$ cat config.mk
export PLATFORM = sky130hd
export DESIGN_NAME = ultrasonic_ranger_controller
export DESIGN_NICKNAME = d
export VERILOG_FILES = /design/src/sv/usr_pkg.sv /design/src/sv/usr_dist.sv /design/src/sv/ultrasonic_ranger_controller.sv
export SDC_FILE = /design/constraint.sdc
export NUM_CORES = 1
export LEC_CHECK = 0
export ABC_CLOCK_PERIOD_IN_PS = 19400
export BUFFER_PORTS_ARGS = -buffer_cell sky130_fd_sc_hd__buf_2
export CAP_MARGIN = 10
export CELL_PAD_IN_SITES_DETAIL_PLACEMENT = 2
export CELL_PAD_IN_SITES_GLOBAL_PLACEMENT = 2
export CORE_ASPECT_RATIO = 0.8
export CORE_MARGIN = 2
export CORE_UTILIZATION = 30
export CTS_BUF_LIST = sky130_fd_sc_hd__clkbuf_4 sky130_fd_sc_hd__clkbuf_8
export DETAILED_ROUTE_END_ITERATION = 6
export GPL_ROUTABILITY_DRIVEN = 0
export MAX_ROUTING_LAYER = met4
export PLACE_DENSITY_LB_ADDON = 0.1
export SYNTH_ARGS = -nofsm -noshare
export SYNTH_HDL_FRONTEND = slang
export SYNTH_SLANG_ARGS = --single-unit
$ cat constraint.sdc
create_clock -name clk -period 19.4 [get_ports clk]
set_clock_uncertainty 0.1 [all_clocks]
set_input_delay 3.88 -clock clk [delete_from_list [all_inputs] [get_ports clk]]
set_output_delay 3.88 -clock clk [all_outputs]
set_load 0.02 [all_outputs]
$ cat src/sv/usr_pkg.sv
`default_nettype none

package usr_pkg;

	localparam int CFG_BITS      = 20;
	localparam int THR_BITS      = 15;
	localparam int DIST_BITS     = 16;
	localparam int PULSE_BITS    = 4;
	localparam int CFG_IDX_BITS  = 2;
	localparam int DIST_MUL_BITS = 15;

	localparam int TRIG_LOW_TICKS = 2;
	localparam int DIST_MUL       = 17983;
	localparam int DIST_MAX       = 17983;

	localparam logic signed [DIST_BITS-1:0] DIST_TIMEOUT = -16'sd16;

	localparam logic [CFG_BITS-1:0] INTERVAL_RST  = 20'd60000;
	localparam logic [CFG_BITS-1:0] TIMEOUT_RST   = 20'd30000;
	localparam logic [THR_BITS-1:0] THRESHOLD_RST = 15'd320;

	localparam int TRIG_HIGH_TICKS_DEF = 10;
	localparam int WIDTH_BITS_DEF      = 16;
	localparam int ELAPSED_BITS_DEF    = 20;

	localparam logic [CFG_IDX_BITS-1:0] REG_INTERVAL  = 2'd0;
	localparam logic [CFG_IDX_BITS-1:0] REG_TIMEOUT   = 2'd1;
	localparam logic [CFG_IDX_BITS-1:0] REG_THRESHOLD = 2'd2;

	typedef enum logic [1:0] {
		PH_IDLE,
		PH_TRIG_LOW,
		PH_TRIG_HIGH,
		PH_WAIT
	} phase_t;

endpackage

`default_nettype wire

$ cat src/sv/usr_dist.sv
`default_nettype none

module usr_dist #(
	parameter int WIDTH_BITS = usr_pkg::WIDTH_BITS_DEF
) (
	input  wire logic [WIDTH_BITS-1:0]        echo_width,
	output logic      [usr_pkg::THR_BITS-1:0] dist_q4
);
	import usr_pkg::*;

	localparam int PROD_BITS = WIDTH_BITS + DIST_MUL_BITS;

	logic [PROD_BITS-1:0] prod_w;
	logic [31:0]          quot_w;

	// width * 17983 / 65536, clipped to the sensor range
	always_comb begin
		prod_w = PROD_BITS'(echo_width) * PROD_BITS'(DIST_MUL);
		quot_w = 32'(prod_w >> 16);
		if (quot_w > 32'(DIST_MAX)) begin
			dist_q4 = THR_BITS'(DIST_MAX);
		end else begin
			dist_q4 = quot_w[THR_BITS-1:0];
		end
	end

endmodule

`default_nettype wire

$ cat src/sv/ultrasonic_ranger_controller.sv
// Ultrasonic ranger controller, one input request per microsecond tick.
// Input channel (in_valid/in_ready) carries the sampled echo level; every
// accepted request yields exactly one output request (out_valid/out_ready)
// with the trigger level to drive, a new-measurement strobe, the timeout
// flag, the last distance in 1/16 cm (-16 on timeout) and the near flag.
// While idle the block waits interval_us ticks from the last trigger start,
// then drives trigger low 2 ticks and high TRIG_HIGH_TICKS ticks, measures
// the echo high width and converts it to distance; timeout_us bounds the
// wait after the trigger start.
// Latency: the output request is valid the cycle after the input is taken.
// Throughput: one request per cycle while out_ready is high; the state update and the distance
// multiply fit in the single stage between the tick and the output register.
// in_ready is high while the output register is empty or being drained, so
// a stalled receiver stalls the input after one request is held.
// Reset: idle phase, counters cleared, last distance -16 with timeout set,
// registers at interval 60000, timeout 30000, threshold 320.
// cfg_* writes are taken at once and are meant for idle periods.
`default_nettype none

module ultrasonic_ranger_controller #(
	parameter int TRIG_HIGH_TICKS = usr_pkg::TRIG_HIGH_TICKS_DEF,
	parameter int WIDTH_BITS      = usr_pkg::WIDTH_BITS_DEF,
	parameter int ELAPSED_BITS    = usr_pkg::ELAPSED_BITS_DEF
) (
	input  wire logic                                 clk,
	input  wire logic                                 arst_n,
	input  wire logic                                 cfg_we,
	input  wire logic [usr_pkg::CFG_IDX_BITS-1:0]     cfg_index,
	input  wire logic [usr_pkg::CFG_BITS-1:0]         cfg_data,
	input  wire logic                                 in_valid,
	output logic                                      in_ready,
	input  wire logic                                 echo_level,
	output logic                                      out_valid,
	input  wire logic                                 out_ready,
	output logic                                      trig_level,
	output logic                                      new_measurement,
	output logic                                      timed_out,
	output logic signed [usr_pkg::DIST_BITS-1:0]      distance_q4,
	output logic                                      object_near
);
	import usr_pkg::*;

	localparam int CMP_BITS = (ELAPSED_BITS > CFG_BITS) ? ELAPSED_BITS : CFG_BITS;

	logic [CFG_BITS-1:0] interval_q;
	logic [CFG_BITS-1:0] timeout_q;
	logic [THR_BITS-1:0] threshold_q;

	phase_t                    phase_q, phase_nxt;
	logic [ELAPSED_BITS-1:0]   since_q, since_nxt;
	logic [PULSE_BITS-1:0]     pulse_q, pulse_nxt, pulse_inc;
	logic                      echo_act_q, echo_act_nxt;
	logic [WIDTH_BITS-1:0]     width_q, width_nxt;
	logic signed [DIST_BITS-1:0] dist_q, dist_nxt;
	logic                      tout_q, tout_nxt;

	logic                      trig_nxt, fresh_nxt, near_nxt, done_w;
	logic [THR_BITS-1:0]       conv_dist;

	logic                      out_valid_q;
	logic                      trig_q, fresh_q, tout_out_q, near_q;
	logic signed [DIST_BITS-1:0] dist_out_q;

	logic                      accept;

	usr_dist #(
		.WIDTH_BITS (WIDTH_BITS)
	) u_dist (
		.echo_width (width_q),
		.dist_q4    (conv_dist)
	);

	assign in_ready = !out_valid_q || out_ready;
	assign accept   = in_valid && in_ready;

	always_ff @(posedge clk or negedge arst_n) begin
		if (!arst_n) begin
			interval_q  <= INTERVAL_RST;
			timeout_q   <= TIMEOUT_RST;
			threshold_q <= THRESHOLD_RST;
		end else if (cfg_we) begin
			case (cfg_index)
				REG_INTERVAL:  interval_q  <= cfg_data;
				REG_TIMEOUT:   timeout_q   <= cfg_data;
				REG_THRESHOLD: threshold_q <= cfg_data[THR_BITS-1:0];
				default: ;
			endcase
		end
	end

	always_comb begin
		phase_nxt    = phase_q;
		since_nxt    = since_q;
		pulse_nxt    = pulse_q;
		echo_act_nxt = echo_act_q;
		width_nxt    = width_q;
		dist_nxt     = dist_q;
		tout_nxt     = tout_q;
		trig_nxt     = 1'b0;
		fresh_nxt    = 1'b0;
		done_w       = 1'b0;
		pulse_inc    = pulse_q + PULSE_BITS'(1);

		if (phase_q == PH_IDLE) begin
			if (CMP_BITS'(since_q) >= CMP_BITS'(interval_q) || since_q == '1) begin
				since_nxt    = '0;
				phase_nxt    = PH_TRIG_LOW;
				pulse_nxt    = '0;
				echo_act_nxt = 1'b0;
				width_nxt    = '0;
			end else begin
				since_nxt = since_q + ELAPSED_BITS'(1);
			end
		end else begin
			if (since_q != '1) begin
				since_nxt = since_q + ELAPSED_BITS'(1);
			end
			case (phase_q)
				PH_TRIG_LOW: begin
					pulse_nxt = pulse_inc;
					if (pulse_inc >= PULSE_BITS'(TRIG_LOW_TICKS)) begin
						pulse_nxt = '0;
						phase_nxt = PH_TRIG_HIGH;
					end
				end
				PH_TRIG_HIGH: begin
					trig_nxt  = 1'b1;
					pulse_nxt = pulse_inc;
					if (pulse_inc >= PULSE_BITS'(TRIG_HIGH_TICKS)) begin
						pulse_nxt = '0;
						phase_nxt = PH_WAIT;
					end
				end
				default: begin
					if (!echo_act_q && echo_level) begin
						echo_act_nxt = 1'b1;
						width_nxt    = WIDTH_BITS'(1);
					end else if (echo_act_q && echo_level) begin
						if (width_q != '1) begin
							width_nxt = width_q + WIDTH_BITS'(1);
						end
					end else if (echo_act_q && !echo_level) begin
						dist_nxt  = DIST_BITS'(conv_dist);
						tout_nxt  = 1'b0;
						fresh_nxt = 1'b1;
						done_w    = 1'b1;
					end
					// falling edge takes priority over timeout
					if (!done_w && (CMP_BITS'(since_nxt) > CMP_BITS'(timeout_q)
						|| since_nxt == '1)) begin
						dist_nxt  = DIST_TIMEOUT;
						tout_nxt  = 1'b1;
						fresh_nxt = 1'b1;
						done_w    = 1'b1;
					end
					if (done_w) begin
						phase_nxt    = PH_IDLE;
						echo_act_nxt = 1'b0;
					end
				end
			endcase
		end

		near_nxt = !dist_nxt[DIST_BITS-1] && (dist_nxt[THR_BITS-1:0] < threshold_q);
	end

	always_ff @(posedge clk or negedge arst_n) begin
		if (!arst_n) begin
			phase_q    <= PH_IDLE;
			since_q    <= '0;
			pulse_q    <= '0;
			echo_act_q <= 1'b0;
			width_q    <= '0;
			dist_q     <= DIST_TIMEOUT;
			tout_q     <= 1'b1;
		end else if (accept) begin
			phase_q    <= phase_nxt;
			since_q    <= since_nxt;
			pulse_q    <= pulse_nxt;
			echo_act_q <= echo_act_nxt;
			width_q    <= width_nxt;
			dist_q     <= dist_nxt;
			tout_q     <= tout_nxt;
		end
	end

	always_ff @(posedge clk or negedge arst_n) begin
		if (!arst_n) begin
			out_valid_q <= 1'b0;
		end else if (accept) begin
			out_valid_q <= 1'b1;
		end else if (out_ready) begin
			out_valid_q <= 1'b0;
		end
	end

	always_ff @(posedge clk) begin
		if (accept) begin
			trig_q     <= trig_nxt;
			fresh_q    <= fresh_nxt;
			tout_out_q <= tout_nxt;
			dist_out_q <= dist_nxt;
			near_q     <= near_nxt;
		end
	end

	assign out_valid       = out_valid_q;
	assign trig_level      = trig_q;
	assign new_measurement = fresh_q;
	assign timed_out       = tout_out_q;
	assign distance_q4     = dist_out_q;
	assign object_near     = near_q;

	a_tout_dist: assert property (@(posedge clk) disable iff (!arst_n)
		out_valid && timed_out |-> distance_q4 == DIST_TIMEOUT)
		else $error("timeout flag without timeout distance");

	a_dist_pos: assert property (@(posedge clk) disable iff (!arst_n)
		out_valid && !timed_out |-> !distance_q4[DIST_BITS-1])
		else $error("negative distance on a completed echo");

	a_near_tout: assert property (@(posedge clk) disable iff (!arst_n)
		out_valid && object_near |-> !timed_out)
		else $error("object near while timed out");

	a_trig_fresh: assert property (@(posedge clk) disable iff (!arst_n)
		out_valid && trig_level |-> !new_measurement)
		else $error("measurement completed during trigger pulse");

	a_echo_wait: assert property (@(posedge clk) disable iff (!arst_n)
		phase_q != PH_WAIT |-> !echo_act_q)
		else $error("echo tracked outside wait phase");

	a_pulse_rng: assert property (@(posedge clk) disable iff (!arst_n)
		phase_q == PH_TRIG_HIGH |-> pulse_q < PULSE_BITS'(TRIG_HIGH_TICKS))
		else $error("trigger pulse counter overran");

endmodule

`default_nettype wire

==> Yosys cells after proc, flatten, opt, wreduce, memory -nomap -nowiden <==
Cells that the tools add are included.
{ "totals": {"mem_count": 0, "ramBits": 0, "inputBits": 28, "mem_bits_ro": 0, "latchBits": 0, "out_inout_bits": 22, "word_cells": 120, "ff_bits": 136} }
{ "op_classes": {"magnitude_cmp": 6, "n_addsub": 3, "mul": 1, "reduce_logical": 31, "n_eq_ne": 12, "div_mod_pow": 0, "bitwise": 0, "n_mux": 51, "shift": 0} }
{ "ops": {"columns": ["cell", "n"], "rows": [
  ["16-bit 2-to-1 mux", 12],
  ["20-bit 2-to-1 mux", 4],
  ["20-bit equality test, second input constant", 2],
  ["16-bit by 15-bit multiplier with 31-bit output, second input constant", 1],
  ["1-bit 2-to-1 mux", 23],
  ["20-bit by 1-bit adder with 20-bit output, second input constant", 1],
  ["20-bit greater-or-equal comparator", 1],
  ["20-bit > comparator", 1],
  ["20-bit != test, second input constant", 1],
  ["16-bit by 1-bit adder with 16-bit output, second input constant", 1],
  ["4-bit 2-to-1 mux", 4],
  ["16-bit != test, second input constant", 1],
  ["15-bit > comparator, second input constant", 1],
  ["15-bit < comparator", 1],
  ["15-bit 2-to-1 mux", 1],
  ["3-bit nonzero test", 4],
  ["2-bit 2-to-1 mux", 5],
  ["5-bit AND reduction", 2],
  ["4-bit case mux with 2 select lines", 1],
  ["1-bit logical AND", 6],
  ["3-bit != test, second input constant", 2],
  ["2-bit AND reduction", 3],
  ["1-bit zero test", 5],
  ["4-bit by 1-bit adder with 4-bit output, second input constant", 1],
  ["other kinds (14)", 20]
]} }

==> Logic depth before layout (Yosys ltp) <==
{ "logic_depth": {"ltp_word": 15, "depth_mapped": 35} }

==> By module <==
Synthesis repeated with hierarchy kept, for this count alone.
{ "unflattened": {"hier_cells": 1318, "hier_area_um2": 12504.5} }
{ "by_module_without_submodules": {"columns": ["mod", "area_each_um2", "cells_per_inst", "instances"], "rows": [
  ["ultrasonic_ranger_controller", 7936.4, 815, 1],
  ["usr_dist", 4568.1, 503, 1]
]} }

==> Least setup slack after synthesis <==
OpenSTA, ideal clock, no wires.
{ "synth_timing": {"kind": "in2out", "startpoint": "in out_ready", "endpoint": "out in_ready", "path_stages": 1, "t_required_ps": 15420, "arrival_ps": 4116, "setup_slack_ps": 11304, "path_cell_list": "nand2b_1"} }
{ "synth_between": {"elab_chain_cells": 1} }
{ "synth_lines": {"columns": ["element", "line_no", "rtl"], "rows": [
  ["from (decl)", "ultrasonic_ranger_controller.sv:34", "input wire logic out_ready,"],
  ["1-bit logical OR", "ultrasonic_ranger_controller.sv:73", "assign in_ready = !out_valid_q || out_ready;"],
  ["to (decl)", "ultrasonic_ranger_controller.sv:31", "output logic in_ready,"]
]} }
No other way between the ends.

==> Worst setup path after layout <==
{ "layout_timing": {"startpoint": "reg width_q[13]", "endpoint": "reg near_q (netlist: object_near), data pin"} }
{ "layout_between": {"elab_chain_cells": 11} }
{ "layout_lines": {"columns": ["element", "line_no", "rtl"], "rows": [
  ["from (decl)", "ultrasonic_ranger_controller.sv:53", "logic [WIDTH_BITS-1:0] width_q, width_nxt;"],
  ["from (signal assigned)", "ultrasonic_ranger_controller.sv:181", "width_q <= width_nxt;"],
  ["16-bit by 15-bit multiplier with 31-bit output (*)", "usr_dist.sv:18", "prod_w = PROD_BITS'(echo_width) * PROD_BITS'(DIST_MUL);"],
  ["15-bit > comparator", "usr_dist.sv:20", "if (quot_w > 32'(DIST_MAX)) begin"],
  ["15-bit 2-to-1 mux (*)", "usr_dist.sv:20", null],
  ["16-bit 2-to-1 mux (*)", "ultrasonic_ranger_controller.sv:142", "end else if (echo_act_q && !echo_level) begin"],
  ["16-bit 2-to-1 mux (*)", "ultrasonic_ranger_controller.sv:138", "end else if (echo_act_q && echo_level) begin"],
  ["16-bit 2-to-1 mux (*)", "ultrasonic_ranger_controller.sv:135", "if (!echo_act_q && echo_level) begin"],
  ["16-bit 2-to-1 mux (*)", "ultrasonic_ranger_controller.sv:149", "if (!done_w && (CMP_BITS'(since_nxt) > CMP_BITS'(timeout_q)"],
  ["16-bit 2-to-1 mux (*)", "ultrasonic_ranger_controller.sv:118", "case (phase_q)"],
  ["16-bit 2-to-1 mux (*)", "ultrasonic_ranger_controller.sv:104", "if (phase_q == PH_IDLE) begin"],
  ["named net dist_nxt[7]", "ultrasonic_ranger_controller.sv:54", "logic signed [DIST_BITS-1:0] dist_q, dist_nxt;"],
  ["15-bit < comparator (*)", "ultrasonic_ranger_controller.sv:164", "near_nxt = !dist_nxt[DIST_BITS-1] && (dist_nxt[THR_BITS-1:0] < threshold_q);"],
  ["1-bit logical AND (*)", "ultrasonic_ranger_controller.sv:164", null],
  ["named net near_nxt", "ultrasonic_ranger_controller.sv:57", "logic trig_nxt, fresh_nxt, near_nxt, done_w;"],
  ["to (signal assigned)", "ultrasonic_ranger_controller.sv:203", "near_q <= near_nxt;"],
  ["to (decl)", "ultrasonic_ranger_controller.sv:61", "logic trig_q, fresh_q, tout_out_q, near_q;"]
]} }
Mark *: on every way through the listed nets, which the timed path passes. The rest lies on a longest branch.
A chain may end at the register's enable or synchronous reset.

==> key figures <==
Status
  • Status: finished clean

Final layout
  • Layout Nets: 1634
  • Most frequent cells in the layout: inv_1 (222), ha_1 (178), nand2_1 (101)
  • Area delta synth->final: 9.96%
  • ANT cells: 0
  • Post-route cell area: 0.0137 mm^2
  • Commonest non-fill, non-tap cell in the layout: inv_1
  • Fin util: around a third
  • Proportion of layout cells with a drive suffix above 1: 14.1%
  • Non-Filler Instances: around 1900

Hold path
  • Hold path depth: 2
  • Hold Path Class: flip-flop to flip-flop

Worst setup path
  • Crit-path slowest cell: dfrtp_1
  • Crit Path Class: flip-flop to flip-flop
  • Nature of the critical path endpoint: flip-flop
  • Crit start category: flip-flop
  • Critical path fanouts, max: 9
  • Crit path largest cell delay: 590 ps
  • CP arrival: between 8000 and 9000 ps
  • Critical Path RT: about 20000 ps
  • R2R cell count: 32

Timing
  • Finish-stage setup viols: 0
  • Least-Margin Pin Slew: between 900 and 1000 ps
  • Worst rel slew slack: 34.0%
  • Max-slew violations: 0
  • Hold Slack: approximately 380 ps
  • Period utilization: between 40 and 50%
  • Final Critical Period: roughly 8500 ps
  • Sum Neg Setup Slack: 0 ps
  • Hold Vio Cnt, Final: 0
  • Worst setup margin: 10860 ps
  • FMAX: around 0.12 GHz
  • Unrepaired setup endpoints after global routing: false

Global route
  • Largest net degree at the start of global routing: 67
  • First-pass GRT wire length: between 60 and 70 mm
  • GRT Resource Usage Total: a little under 20%
  • Vias in the first global route: 10400
  • Antenna violations before repair: 2
  • Gr ovfl total: 0

Logic synthesis
  • Cells after synthesis: 1315
  • Seq/Total Area, Yosys: 28.4%
  • Asr flop ratio synth: 85.3%
  • Post-synth EDFFs: 20
  • Library cells used by synthesis: 85
  • Synthesis warning total: 0
  • Mapped Area: roughly 0.012 mm^2
  • Synth Register Bits: between 100 and 150
  • Syn Nets: 1594
  • Top FF cell, synth: dfrtp_1
  • Syn_area_per_cell: about 9.5 um^2

Clock network
  • Skew-Pair Late Insertion Delay: around 490 ps
  • Clock tree buffer depth: 2
  • Clk slew on worst S/H paths: around 100 ps
  • Clock Tree Root: clkbuf_8
  • Clk sinks: 136
  • Hold-fix buffers, CTS: 0
  • CTS tree: done
  • Postcts setup bufs: 0
  • CTS buffer count: 17
  • CTS HTree Levels: 4
  • Resized Gates After CTS: 0

Routing
  • Final ANT Viol Nets: 0
  • DR vias: 9610
  • Residual DRC: 0
  • DRT Pass-1 Iters: 5
  • DR WL/cell: a little over 20 um
  • Starting DRT DRC Count: 420
  • Drt via density: about 5.0
  • Total Wirelength: roughly 39 mm

Floorplanning
  • Starting density of the core: 30.5%
  • I/O pins: 50
  • FP Rows: 66
  • CORE AREA: about 0.041 mm^2
  • Chip height: between 150 and 200 um
  • Die X: 232 um
  • Die footprint: approximately 0.043 mm^2

Pwr
  • Pleak: ~6.8 nW
  • VDD IR-drop max: 51.6 uV
  • Power, Total: ~1.2 mW
  • PD cells: just under 90 mW/mm^2

Placed design
  • Post-DP HPWL: around 32 mm
  • Placed cell area: ~0.013 mm^2
  • Pre-CTS setup slack: between 10000 and 15000 ps
  • PortBufs: 49
  • # placed instances: between 1500 and 2000

Job
  • Number of max-cap violations: 0
==> final cells by class <==
type | count | area, um^2
clock buffers | 17 | 234
clock inverters | 15 | 156
fillers | 4554 | 27200
inverters | 223 | 837
multi-input cells | 920 | 7950
flip-flops and latches | 136 | 3540
well taps | 544 | 681
repair buffers | 57 | 328
==> layer usage <==
metal / track usage, % / routed length, um / up-vias
li1: - / - / 4595
met1: 30.3 / 22300 / 4913
met2: 26.3 / 15800 / 80
met3: 2.40 / 743 / 22
met4: 3.77 / 420 / 0
met5: - / 0 / -
==> Yosys cell counts (21+ instances only) <==
master	instances	share of area (%)
xnor2_1	22	1.5
a21oi_1	67	2.7
nor2_1	81	2.4
dfrtp_1	87	17
dfstp_2	29	6.1
ha_1	178	18
mux2_2	40	3.6
o21ai_0	80	3.2
nand4_1	21	1.1
nand2_1	101	3.0
inv_1	223	6.7
fa_1	73	12
==> path summary, 6_finish.rpt <==
| path | startpoint | end | slack (ps) |
|---|---|---|---|
| min | dist_q[15] | dist_q[15] | 380 |
| min reg2reg | dist_q[15] | dist_q[15] | 380 |
| max reg2reg | width_q[13] | object_near | 10860 |
| min in group asynchronous | arst_n | dist_q[0] | 3420 |
| max in group asynchronous | arst_n | out_valid | 14450 |
| max | width_q[13] | object_near | 10860 |
==> critical path: cells and delay by family, from the launching register on <==
family / cells / cell delay, ps
AOI/OAI and AO/OA: 17 / 3700
adders and majority gates: 8 / 3460
DFF: 1 / 590
buffers and inverters: 4 / 290
and+or+nand+nor: 3 / 220
==> state kept, by name, indices dropped and copies added, names as in the netlist <==
signal / flops
timed_out: 1
since_q: 20
phase_q: 2
new_measurement: 1
out_valid: 1
pulse_q: 4
threshold_q: 15
dist_q: 16
interval_q: 20
distance_q4: 16
trig_level: 1
object_near: 1
echo_act_q: 1
timeout_q: 20
tout_q: 1
width_q: 16
==> cells by family (layout without fill, tap and decap cells) <==
kind of cell / Yosys count / after routing / synth area share [%]
and+or+nand+nor: 309 / 309 / 12.4
AOI/OAI and AO/OA: 284 / 284 / 15.4
buffers and inverters: 259 / 312 / 8.05
adders and majority gates: 251 / 251 / 29.6
DFF: 136 / 136 / 28.4
muxes: 42 / 42 / 3.77
xor gates and xnor gates: 34 / 34 / 2.45
==> power by group <==
group          switching, mW  internal [mW]  leakage (nW)
sequential            0.0727          0.376          1.59
clock                  0.140          0.107         0.198
combinational          0.310          0.201          5.01
Power figures use the tool's default switching activity.
